File: src/hw/rtl/etbc_pkg.sv
`default_nettype none

package etbc_pkg;

  // token kinds on the result channel
  typedef enum logic [2:0] {
    TK_NUM_CHAR = 3'd0,
    TK_NUM_END  = 3'd1,
    TK_OPERATOR = 3'd2,
    TK_OPEN     = 3'd3,
    TK_CLOSE    = 3'd4,
    TK_END      = 3'd5,
    TK_INVALID  = 3'd6
  } tok_kind_t;

  // bracket status codes
  typedef enum logic [1:0] {
    ST_OK       = 2'd0,
    ST_NO_OPEN  = 2'd1,
    ST_MISMATCH = 2'd2,
    ST_OVERFLOW = 2'd3
  } tok_status_t;

  // one result item
  typedef struct packed {
    tok_kind_t   kind;
    logic [7:0]  chr;
    logic        dec;
    logic [1:0]  prec;
    tok_status_t status;
    logic [6:0]  depth;
    logic        last;
  } token_t;

  // shift control for the bracket cell chain
  typedef struct packed {
    logic       push;
    logic       pop;
    logic [1:0] code;
  } stk_ctl_t;

  // result queue size
  localparam int QUEUE_DEPTH = 4;
  localparam int QCW         = $clog2(QUEUE_DEPTH + 1);

  // operator precedence ranks
  localparam logic [1:0] PREC_EXP = 2'd0;
  localparam logic [1:0] PREC_MUL = 2'd1;
  localparam logic [1:0] PREC_ADD = 2'd2;

  // bracket codes held in the cells
  localparam logic [1:0] BR_ROUND  = 2'd0;
  localparam logic [1:0] BR_SQUARE = 2'd1;
  localparam logic [1:0] BR_CURLY  = 2'd2;

  // character codes
  localparam logic [7:0] CH_CARET  = 8'h5E;
  localparam logic [7:0] CH_STAR   = 8'h2A;
  localparam logic [7:0] CH_SLASH  = 8'h2F;
  localparam logic [7:0] CH_PLUS   = 8'h2B;
  localparam logic [7:0] CH_MINUS  = 8'h2D;
  localparam logic [7:0] CH_LPAREN = 8'h28;
  localparam logic [7:0] CH_RPAREN = 8'h29;
  localparam logic [7:0] CH_LSQ    = 8'h5B;
  localparam logic [7:0] CH_RSQ    = 8'h5D;
  localparam logic [7:0] CH_LCURLY = 8'h7B;
  localparam logic [7:0] CH_RCURLY = 8'h7D;
  localparam logic [7:0] CH_SPACE  = 8'h20;
  localparam logic [7:0] CH_LF     = 8'h0A;
  localparam logic [7:0] CH_ZERO   = 8'h30;
  localparam logic [7:0] CH_NINE   = 8'h39;
  localparam logic [7:0] CH_LC_A   = 8'h61;
  localparam logic [7:0] CH_LC_Z   = 8'h7A;
  localparam logic [7:0] CH_UC_A   = 8'h41;
  localparam logic [7:0] CH_UC_Z   = 8'h5A;
  localparam logic [7:0] CH_NUL    = 8'h00;

  localparam logic [7:0] DEC_POINT_RESET = 8'd46;

  // build a result item, last flag cleared
  function automatic token_t mk_tok(tok_kind_t kind, logic [7:0] chr, logic dec,
                                    logic [1:0] prec, tok_status_t status,
                                    logic [6:0] depth);
    token_t t;
    t.kind   = kind;
    t.chr    = chr;
    t.dec    = dec;
    t.prec   = prec;
    t.status = status;
    t.depth  = depth;
    t.last   = 1'b0;
    return t;
  endfunction

endpackage

`default_nettype wire

File: src/hw/rtl/etbc_cell.sv
`default_nettype none

module etbc_cell (
  input  wire                 clk,
  input  etbc_pkg::stk_ctl_t  ctl,
  input  wire  [1:0]          above_code,
  input  wire  [1:0]          below_code,
  output logic [1:0]          code_r
);

  logic [1:0] code_nxt;

  // push takes the entry from above, pop from below
  always_comb begin
    code_nxt = code_r;
    if (ctl.push) begin
      code_nxt = above_code;
    end else if (ctl.pop) begin
      code_nxt = below_code;
    end
  end

  always_ff @(posedge clk) begin
    code_r <= code_nxt;
  end

endmodule

`default_nettype wire

File: src/hw/rtl/etbc_outq.sv
`default_nettype none

module etbc_outq (
  input  wire                clk,
  input  wire                rst_n,
  input  wire  [1:0]         push_n,
  input  etbc_pkg::token_t   push_a,
  input  etbc_pkg::token_t   push_b,
  output logic               room,
  output logic               out_valid,
  input  wire                out_ready,
  output etbc_pkg::token_t   out_tok
);

  localparam int QD  = etbc_pkg::QUEUE_DEPTH;
  localparam int QCW = etbc_pkg::QCW;

  etbc_pkg::token_t slot_r   [QD];
  etbc_pkg::token_t slot_nxt [QD];
  logic [QCW-1:0]   cnt_r;
  logic [QCW-1:0]   cnt_nxt;
  logic [QCW-1:0]   base;
  logic             pop;

  assign out_valid = (cnt_r != '0);
  assign out_tok   = slot_r[0];
  assign pop       = out_valid && out_ready;
  assign room      = (cnt_r <= QCW'(QD - 2));
  assign base      = cnt_r - QCW'(pop);
  assign cnt_nxt   = base + QCW'(push_n);

  // shift toward the head on a pop, then append new requests
  always_comb begin
    for (int i = 0; i < QD; i++) begin
      slot_nxt[i] = slot_r[i];
    end
    if (pop) begin
      for (int i = 0; i < QD - 1; i++) begin
        slot_nxt[i] = slot_r[i + 1];
      end
    end
    for (int i = 0; i < QD; i++) begin
      if ((push_n != 2'd0) && (QCW'(i) == base)) begin
        slot_nxt[i] = push_a;
      end
      if ((push_n == 2'd2) && (QCW'(i) == base + QCW'(1))) begin
        slot_nxt[i] = push_b;
      end
    end
  end

  always_ff @(posedge clk) begin
    for (int i = 0; i < QD; i++) begin
      slot_r[i] <= slot_nxt[i];
    end
  end

  always_ff @(posedge clk) begin
    if (!rst_n) begin
      cnt_r <= '0;
    end else begin
      cnt_r <= cnt_nxt;
    end
  end

endmodule

`default_nettype wire

File: src/hw/rtl/expression_tokenizer_bracket_check.sv
`default_nettype none

// channel   ports                     direction  item
// --------  ------------------------  ---------  -------------------------------
// input     in_valid / in_ready       in         one text byte and end marker
// result    out_valid / out_ready     out        one token with status and depth
// config    cfg_wr_en / cfg_wr_data   in         decimal point byte, no wait
//
// A byte is decoded in the cycle it is taken and its tokens, up to two, go into
// a four-entry result queue. The result port drains one token per cycle while
// out_ready is high. in_ready is high while the queue holds two tokens or fewer.
// Reset is synchronous: line state, queue and decimal point byte reset; the
// bracket cells hold data only and are not reset.

module expression_tokenizer_bracket_check #(
  parameter int STACK_DEPTH = 64
) (
  input  wire         clk,
  input  wire         rst_n,
  input  wire         in_valid,
  output logic        in_ready,
  input  wire  [7:0]  in_ch,
  input  wire         in_is_eof,
  output logic        out_valid,
  input  wire         out_ready,
  output logic [2:0]  out_token_kind,
  output logic [7:0]  out_token_char,
  output logic        out_number_is_decimal,
  output logic [1:0]  out_precedence,
  output logic [1:0]  out_status,
  output logic [6:0]  out_nesting_depth,
  output logic        out_last,
  input  wire         cfg_wr_en,
  input  wire  [7:0]  cfg_wr_data
);

  localparam int CW = $clog2(STACK_DEPTH + 1);
  localparam int DW = CW + 7;

  // line state
  logic          started_r, started_nxt;
  logic          num_open_r, num_open_nxt;
  logic          dec_seen_r, dec_seen_nxt;
  logic          halted_r, halted_nxt;
  logic [CW-1:0] cnt_r, cnt_nxt;
  logic [7:0]    dec_pt_r;

  etbc_pkg::stk_ctl_t stk_ctl;
  logic [1:0]         cell_code [STACK_DEPTH];

  etbc_pkg::token_t tok_pre, tok_nc, tok_main, q_a, q_b, out_tok;
  logic             pre_v, nc_v, main_v;
  logic [1:0]       push_n;
  logic             room;
  logic             in_acc;

  // byte classes
  logic       is_end, is_space, is_letter, is_ignored;
  logic       is_op, is_num, is_open, is_close;
  logic [1:0] op_prec, br_code;
  logic       full;

  function automatic logic [6:0] to_depth(logic [CW-1:0] c);
    logic [DW-1:0] wide;
    wide = DW'(c);
    return wide[6:0];
  endfunction

  assign in_ready = room;
  assign in_acc   = in_valid && in_ready;

  // classify the incoming byte
  always_comb begin
    is_end    = in_is_eof || (in_ch == etbc_pkg::CH_LF);
    is_space  = (in_ch == etbc_pkg::CH_SPACE);
    is_letter = ((in_ch >= etbc_pkg::CH_LC_A) && (in_ch <= etbc_pkg::CH_LC_Z)) ||
                ((in_ch >= etbc_pkg::CH_UC_A) && (in_ch <= etbc_pkg::CH_UC_Z));
    is_ignored = !in_is_eof && (is_space || is_letter);
    is_op     = 1'b1;
    op_prec   = etbc_pkg::PREC_EXP;
    priority if (in_ch == etbc_pkg::CH_CARET) begin
      op_prec = etbc_pkg::PREC_EXP;
    end else if ((in_ch == etbc_pkg::CH_STAR) || (in_ch == etbc_pkg::CH_SLASH)) begin
      op_prec = etbc_pkg::PREC_MUL;
    end else if ((in_ch == etbc_pkg::CH_PLUS) || (in_ch == etbc_pkg::CH_MINUS)) begin
      op_prec = etbc_pkg::PREC_ADD;
    end else begin
      is_op = 1'b0;
    end
    is_num = ((in_ch >= etbc_pkg::CH_ZERO) && (in_ch <= etbc_pkg::CH_NINE)) ||
             (in_ch == dec_pt_r);
    is_open  = 1'b0;
    is_close = 1'b0;
    br_code  = etbc_pkg::BR_ROUND;
    priority if (in_ch == etbc_pkg::CH_LPAREN) begin
      is_open = 1'b1;
    end else if (in_ch == etbc_pkg::CH_LSQ) begin
      is_open = 1'b1;
      br_code = etbc_pkg::BR_SQUARE;
    end else if (in_ch == etbc_pkg::CH_LCURLY) begin
      is_open = 1'b1;
      br_code = etbc_pkg::BR_CURLY;
    end else if (in_ch == etbc_pkg::CH_RPAREN) begin
      is_close = 1'b1;
    end else if (in_ch == etbc_pkg::CH_RSQ) begin
      is_close = 1'b1;
      br_code  = etbc_pkg::BR_SQUARE;
    end else if (in_ch == etbc_pkg::CH_RCURLY) begin
      is_close = 1'b1;
      br_code  = etbc_pkg::BR_CURLY;
    end else begin
      is_open = 1'b0;
    end
    full = (cnt_r >= CW'(STACK_DEPTH));
  end

  // token generation and line state update
  always_comb begin
    started_nxt  = started_r;
    num_open_nxt = num_open_r;
    dec_seen_nxt = dec_seen_r;
    halted_nxt   = halted_r;
    cnt_nxt      = cnt_r;
    stk_ctl      = '0;
    stk_ctl.code = br_code;
    pre_v        = 1'b0;
    nc_v         = 1'b0;
    main_v       = 1'b0;
    tok_pre  = etbc_pkg::mk_tok(etbc_pkg::TK_OPEN, etbc_pkg::CH_LPAREN, 1'b0, '0,
                                etbc_pkg::ST_OK, to_depth(cnt_r));
    tok_nc   = etbc_pkg::mk_tok(etbc_pkg::TK_NUM_END, etbc_pkg::CH_NUL, dec_seen_r, '0,
                                etbc_pkg::ST_OK, to_depth(cnt_r));
    tok_main = etbc_pkg::mk_tok(etbc_pkg::TK_INVALID, in_ch, 1'b0, '0,
                                etbc_pkg::ST_OK, to_depth(cnt_r));
    if (in_acc) begin
      if (halted_r) begin
        // halted line waits silently for the end of line
        if (is_end) begin
          started_nxt  = 1'b0;
          num_open_nxt = 1'b0;
          dec_seen_nxt = 1'b0;
          halted_nxt   = 1'b0;
          cnt_nxt      = '0;
        end
      end else begin
        if (!started_r) begin
          pre_v       = 1'b1;
          started_nxt = 1'b1;
        end
        priority if (is_ignored) begin
          main_v = 1'b0;
        end else if (is_end) begin
          nc_v         = num_open_r;
          main_v       = 1'b1;
          tok_main     = etbc_pkg::mk_tok(etbc_pkg::TK_END, etbc_pkg::CH_NUL, 1'b0, '0,
                                          etbc_pkg::ST_OK, '0);
          started_nxt  = 1'b0;
          num_open_nxt = 1'b0;
          dec_seen_nxt = 1'b0;
          cnt_nxt      = '0;
        end else if (is_op) begin
          nc_v          = num_open_r;
          num_open_nxt  = 1'b0;
          dec_seen_nxt  = 1'b0;
          main_v        = 1'b1;
          tok_main.kind = etbc_pkg::TK_OPERATOR;
          tok_main.prec = op_prec;
        end else if (is_num) begin
          main_v        = 1'b1;
          tok_main.kind = etbc_pkg::TK_NUM_CHAR;
          num_open_nxt  = 1'b1;
          if (in_ch == dec_pt_r) begin
            dec_seen_nxt = 1'b1;
          end
        end else if (is_open) begin
          nc_v          = num_open_r;
          num_open_nxt  = 1'b0;
          dec_seen_nxt  = 1'b0;
          main_v        = 1'b1;
          tok_main.kind = etbc_pkg::TK_OPEN;
          if (full) begin
            halted_nxt      = 1'b1;
            tok_main.status = etbc_pkg::ST_OVERFLOW;
          end else begin
            stk_ctl.push   = 1'b1;
            cnt_nxt        = cnt_r + CW'(1);
            tok_main.depth = to_depth(cnt_r + CW'(1));
          end
        end else if (is_close) begin
          nc_v          = num_open_r;
          num_open_nxt  = 1'b0;
          dec_seen_nxt  = 1'b0;
          main_v        = 1'b1;
          tok_main.kind = etbc_pkg::TK_CLOSE;
          priority if (cnt_r == '0) begin
            halted_nxt      = 1'b1;
            tok_main.status = etbc_pkg::ST_NO_OPEN;
          end else if (cell_code[0] != br_code) begin
            halted_nxt      = 1'b1;
            tok_main.status = etbc_pkg::ST_MISMATCH;
          end else begin
            stk_ctl.pop    = 1'b1;
            cnt_nxt        = cnt_r - CW'(1);
            tok_main.depth = to_depth(cnt_r - CW'(1));
          end
        end else begin
          main_v = 1'b1;
        end
      end
    end
  end

  // pack up to two tokens in order and mark the final one
  always_comb begin
    push_n = 2'(pre_v) + 2'(nc_v) + 2'(main_v);
    if (pre_v) begin
      q_a = tok_pre;
      q_b = nc_v ? tok_nc : tok_main;
    end else if (nc_v) begin
      q_a = tok_nc;
      q_b = tok_main;
    end else begin
      q_a = tok_main;
      q_b = tok_main;
    end
    if (push_n == 2'd1) begin
      q_a.last = 1'b1;
    end
    if (push_n == 2'd2) begin
      q_b.last = 1'b1;
    end
  end

  // control registers
  always_ff @(posedge clk) begin
    if (!rst_n) begin
      started_r  <= 1'b0;
      num_open_r <= 1'b0;
      dec_seen_r <= 1'b0;
      halted_r   <= 1'b0;
      cnt_r      <= '0;
      dec_pt_r   <= etbc_pkg::DEC_POINT_RESET;
    end else begin
      started_r  <= started_nxt;
      num_open_r <= num_open_nxt;
      dec_seen_r <= dec_seen_nxt;
      halted_r   <= halted_nxt;
      cnt_r      <= cnt_nxt;
      if (cfg_wr_en) begin
        dec_pt_r <= cfg_wr_data;
      end
    end
  end

  // bracket stack as a chain of cells, top of stack in cell 0
  for (genvar g = 0; g < STACK_DEPTH; g++) begin : g_cell
    logic [1:0] above;
    logic [1:0] below;
    if (g == 0) begin : g_top
      assign above = stk_ctl.code;
    end else begin : g_mid
      assign above = cell_code[g - 1];
    end
    if (g == STACK_DEPTH - 1) begin : g_bot
      assign below = etbc_pkg::BR_ROUND;
    end else begin : g_nbot
      assign below = cell_code[g + 1];
    end
    etbc_cell u_cell (
      .clk        (clk),
      .ctl        (stk_ctl),
      .above_code (above),
      .below_code (below),
      .code_r     (cell_code[g])
    );
  end

  // result queue
  etbc_outq u_outq (
    .clk       (clk),
    .rst_n     (rst_n),
    .push_n    (push_n),
    .push_a    (q_a),
    .push_b    (q_b),
    .room      (room),
    .out_valid (out_valid),
    .out_ready (out_ready),
    .out_tok   (out_tok)
  );

  assign out_token_kind        = out_tok.kind;
  assign out_token_char        = out_tok.chr;
  assign out_number_is_decimal = out_tok.dec;
  assign out_precedence        = out_tok.prec;
  assign out_status            = out_tok.status;
  assign out_nesting_depth     = out_tok.depth;
  assign out_last              = out_tok.last;

  // checks
  a_halt_silent: assert property (@(posedge clk) disable iff (!rst_n)
    (in_acc && halted_r) |-> (push_n == 2'd0))
    else $error("halted line produced tokens");

  a_cnt_bound: assert property (@(posedge clk) disable iff (!rst_n)
    (cnt_r <= CW'(STACK_DEPTH)))
    else $error("bracket count beyond stack depth");

  a_end_clears: assert property (@(posedge clk) disable iff (!rst_n)
    (in_acc && is_end) |=> (!started_r && !halted_r && (cnt_r == '0)))
    else $error("end of line did not clear line state");

  a_fresh_token: assert property (@(posedge clk) disable iff (!rst_n)
    (in_acc && !halted_r && !started_r) |-> (push_n != 2'd0))
    else $error("new expression without opening token");

endmodule

`default_nettype wire

File: config.mk
export PLATFORM = sky130hd
export DESIGN_NAME = expression_tokenizer_bracket_check
export DESIGN_NICKNAME = d
export VERILOG_FILES = /design/src/hw/rtl/etbc_pkg.sv /design/src/hw/rtl/etbc_cell.sv /design/src/hw/rtl/etbc_outq.sv /design/src/hw/rtl/expression_tokenizer_bracket_check.sv
export SDC_FILE = /design/constraint.sdc
export NUM_CORES = 1
export LEC_CHECK = 0
export ABC_CLOCK_PERIOD_IN_PS = 12770
export BUFFER_PORTS_ARGS = -buffer_cell sky130_fd_sc_hd__buf_4
export CAP_MARGIN = 20
export CORE_ASPECT_RATIO = 0.9
export CORE_UTILIZATION = 57
export CTS_BUF_LIST = sky130_fd_sc_hd__clkbuf_8 sky130_fd_sc_hd__clkbuf_16
export DETAILED_ROUTE_END_ITERATION = 12
export GPL_TIMING_DRIVEN = 0
export PLACE_DENSITY = 0.88
export SLEW_MARGIN = 20
export SYNTH_ARGS = -nofsm -noshare
export SYNTH_HDL_FRONTEND = slang
export SYNTH_HIERARCHICAL = 1
export SYNTH_SLANG_ARGS = --single-unit
File: constraint.sdc
create_clock -name clk -period 12.77 [get_ports clk]
set_input_delay 0.6385 -clock clk [delete_from_list [all_inputs] [get_ports clk]]
set_output_delay 0.6385 -clock clk [all_outputs]
set_load 0.005 [all_outputs]
==> flow_summary_export.csv <==
group,metric,value,unit
cells_and_area,nNetsFinal,1358,
clock_network,cts-root-buf,"clkbuf_16",
cells_and_area,multi_input_area,6270,um2
outcome,status,"completed",
power_and_ir_drop,ir_drop,0.000142,V
floorplan,ios,48,
synth,yosys_warnings,6,
clock_network,clockBufferDepth,3,
setup_path,cp.depth,14,
placement,numPortBuffers,42,
clock_network,cts_sinks,246,
cells_and_area,n_antenna_cell,0,
cells_and_area,seqCellArea,7170,um2
min_path,min_path_cells,3,
floorplan,die-area,25300,um2
min_path,hold-path-endpoint,"dec_pt_r[5]",
sta,setup_violations,0,
synth,synth-compound-area-share,12.8,%
setup_path,cp_cell_sequence,"a21oi_1 > nand2_1 > a311oi_1 > o31a_1 > nand2_1 > and2b_1 > inv_1 > fa_1 > inv_1 > nor2_1 > buf_2 > buf_2 > o311ai_2 > buf_4",
sta,slew_violations,0,
global_routing,grt_pass1_wl,56600,um
floorplan,rows,54,
synth,synth_area_leader_cell,"edfxtp_1",
global_routing,overflow,0,
sta,max_freq,202,MHz
routing,ant_nets,0,
setup_path,crit_type,"reg2reg",
synth,synth-simple-area-share,16.5,%
clock_network,cts_resized,0,
sta,slew_headroom,34.7,%
global_routing,antenna_found_initial,0,
global_routing,grt_max_degree,23,
clock_network,cts_max_level,1,
synth,avgSynthCellArea,11.4,um2
synth,mappedNetlistArea,14000,um2
sta,tightestPinTransition,971,ps
sta,min_period,4950,ps
routing,wire_per_inst,22.1,um
clock_network,tritoncts,"built",
clock_network,clock_latency,570,ps
routing,wl,36600,um
floorplan,core_area,24200,um2
global_routing,first_global_vias,10200,
setup_path,max_stage_delay,690,ps
placement,hpwlAfterDp,25900,um
floorplan,die_y,151,um
cells_and_area,final_cells,1654,
synth,synthArstFlopShare,0,%
setup_path,cp_slowest_cell,"o311ai_2",
routing,firstDrtPassIters,5,
cells_and_area,fillCellCount,1701,
setup_path,cp_num_buf_inv,5,
setup_path,critical_path_arrival,5190,ps
routing,drc,0,
setup_path,timing.rr.start,"u_outq/cnt_r[2]",
min_path,worstHoldStart,"cfg_wr_data[5]",
setup_path,rr_worst_depth,14,
synth,synth_xor_area_share,1.11,%
placement,globalplace.congestion,0.951,
synth,synth_top_area_share,47.9,%
sta,finalCritPeriodShare,38.8,%
clock_network,cts_buffers,26,
synth,synth.mux.area_fraction,13.0,%
setup_path,crit_family,"compound AO/OA/AOI/OAI gates",
clock_network,clkTransAtPathRegs,70,ps
sta,finalSetupTns,0,ps
synth,synth_enable_flop_cells,224,
cells_and_area,syn_to_final_growth,14.1,%
setup_path,cp-end-kind,"flop",
setup_path,critPathLaunch,"u_outq/cnt_r[2]",
routing,drtIter0Drc,1598,
synth,yosysSeqAreaShare,51.1,%
sta,rsz0062_at_grt,"false",
synth,ys_types,84,
cells_and_area,final_cell_mix,"edfxtp_1 (224), mux2_2 (153), nor3_1 (94)",
floorplan,die_x,167,um
sta,fin_worst_skew,41.3,ps
floorplan,initial_core_util,58.0,%
min_path,hp-class,"in2reg",
synth,synth_cells,1234,
placement,dp.cells,1607,
routing,vias,11000,
synth,synth_fa_ha_area_share,0.909,%
setup_path,crit_required,13010,ps
setup_path,path_max_fanout,10,
synth,synth_top_family_by_area,"simple AND/OR/NAND/NOR gates",
cells_and_area,layout_commonest_cell,"edfxtp_1",
setup_path,start_kind,"flop",
power_and_ir_drop,fin_total_pwr,2.96,mW
sta,finalHoldViolCount,0,
synth,ys.flop_type,"edfxtp_1",
clock_network,hold_buffers,0,
setup_path,reg2reg_slack,7820,ps
power_and_ir_drop,pwr_density_cell,185,nW/um2
global_routing,grt_usage,28.5,%
cells_and_area,drive_gt1_share,29.9,%
synth,ys_ff_latch,246,
power_and_ir_drop,cellLeakagePower,5.41,nW
routing,viasPerCell,6.68,
clock_network,cts_setup_buffers,0,
setup_path,r2r-end,"u_outq/slot_r[2][18]",
synth,netlist_top_cells_area,"edfxtp_1 (48%), mux2_2 (12%), nor3_1 (3.4%)",
job,cap_violations,0,
-- registers in the layout (all words and copies together), names as in the netlist --
signal and count:
u_outq/cnt_r 3, u_outq/slot_r 96, dec_pt_r 8, cnt_r 7, halted_r 1, dec_seen_r 1
g_cell.u_cell/code_r 128, started_r 1, num_open_r 1
-- layout make-up --
class                           instances  share of cell area (%)
Buffer                                 93                    2.87
Clock buffer                           26                    4.07
Clock inverter                         21                    1.79
Inverter                               48                    1.13
Multi-Input combinational cell        848                    39.2
Sequential cell                       246                    44.8
Tap cell                              308                    2.41
Timing Repair Buffer                   64                    3.80
-- kinds of logic (layout without fill, tap and decap cells) --
group                      Yosys count  count (layout)
other                                1               2
DFF                                246             246
adders and majority gates            9               9
xor gates and xnor gates            16              16
buffers and inverters              141             252
and+or+nand+nor                    409             409
muxes                              163             163
AOI/OAI and AO/OA                  249             249
-- through the flow --
stage | setup WS, ps | hold WS [ps] | util, % | cell area (um2)
floorplan | 3800 | 462 | - | 14000
global placement | 1150 | 484 | 60.9 | 14700
detailed placement | 7640 | 485 | 62.3 | 15100
CTS | 7940 | 277 | 66.2 | 16000
global route | 7610 | 281 | 66.2 | 16000
finish | 7820 | 282 | 66.2 | 16000
-- tightest hold or removal path, cell delays in order --
cell and delay [ps]:
buf_4 80, mux2i_1 50, nand2_1 50
-- power breakdown --
| group | leakage [nW] | internal, mW | switching (mW) |
|---|---|---|---|
| clock network | 0.463 | 0.497 | 0.333 |
| registers | 2.16 | 1.10 | 0.0406 |
| logic | 2.79 | 0.338 | 0.644 |
-- worst max-delay path by stage --
stage                                             end
final                            u_outq/slot_r[2][18]
after global routing             u_outq/slot_r[2][18]
after CTS                        u_outq/slot_r[2][18]
after detailed placement          u_outq/slot_r[3][7]
after global placement    g_cell[30].u_cell/code_r[0]
after floorplan            g_cell[0].u_cell/code_r[0]
-- Yosys cell counts (all sizes together) (3+ instances only) --
cell and instances:
edfxtp 224, mux2 153, nor3 97, a31oi 79, or2 70, o31ai 56
or4 50, buf 47, inv 47, clkbuf 46, o21ai 46, nor2 44
nand2 42, nand3 39, dfxtp 22, and2 17, xnor2 15, mux2i 10
a21oi 9, nor2b 9, ha 7, nand2b 7, a21boi 6, nand4 6
nor4 6, or3 6, a22o 4, and3 4, o211ai 4, o221ai 4
o311ai 4, a211o 3, a311oi 3, a31o 3, nand3b 3, o21a 3
-- per-layer routing --
metal	up-vias	GRT usage (%)	share of wire, %
met1	5209	39.2	41
li1	4964	-	-
met3	112	4.78	11
met2	756	46.7	46
met4	0	8.17	2.9
met5	-	0	0
Note: power is estimated with default switching activity, not from simulation.
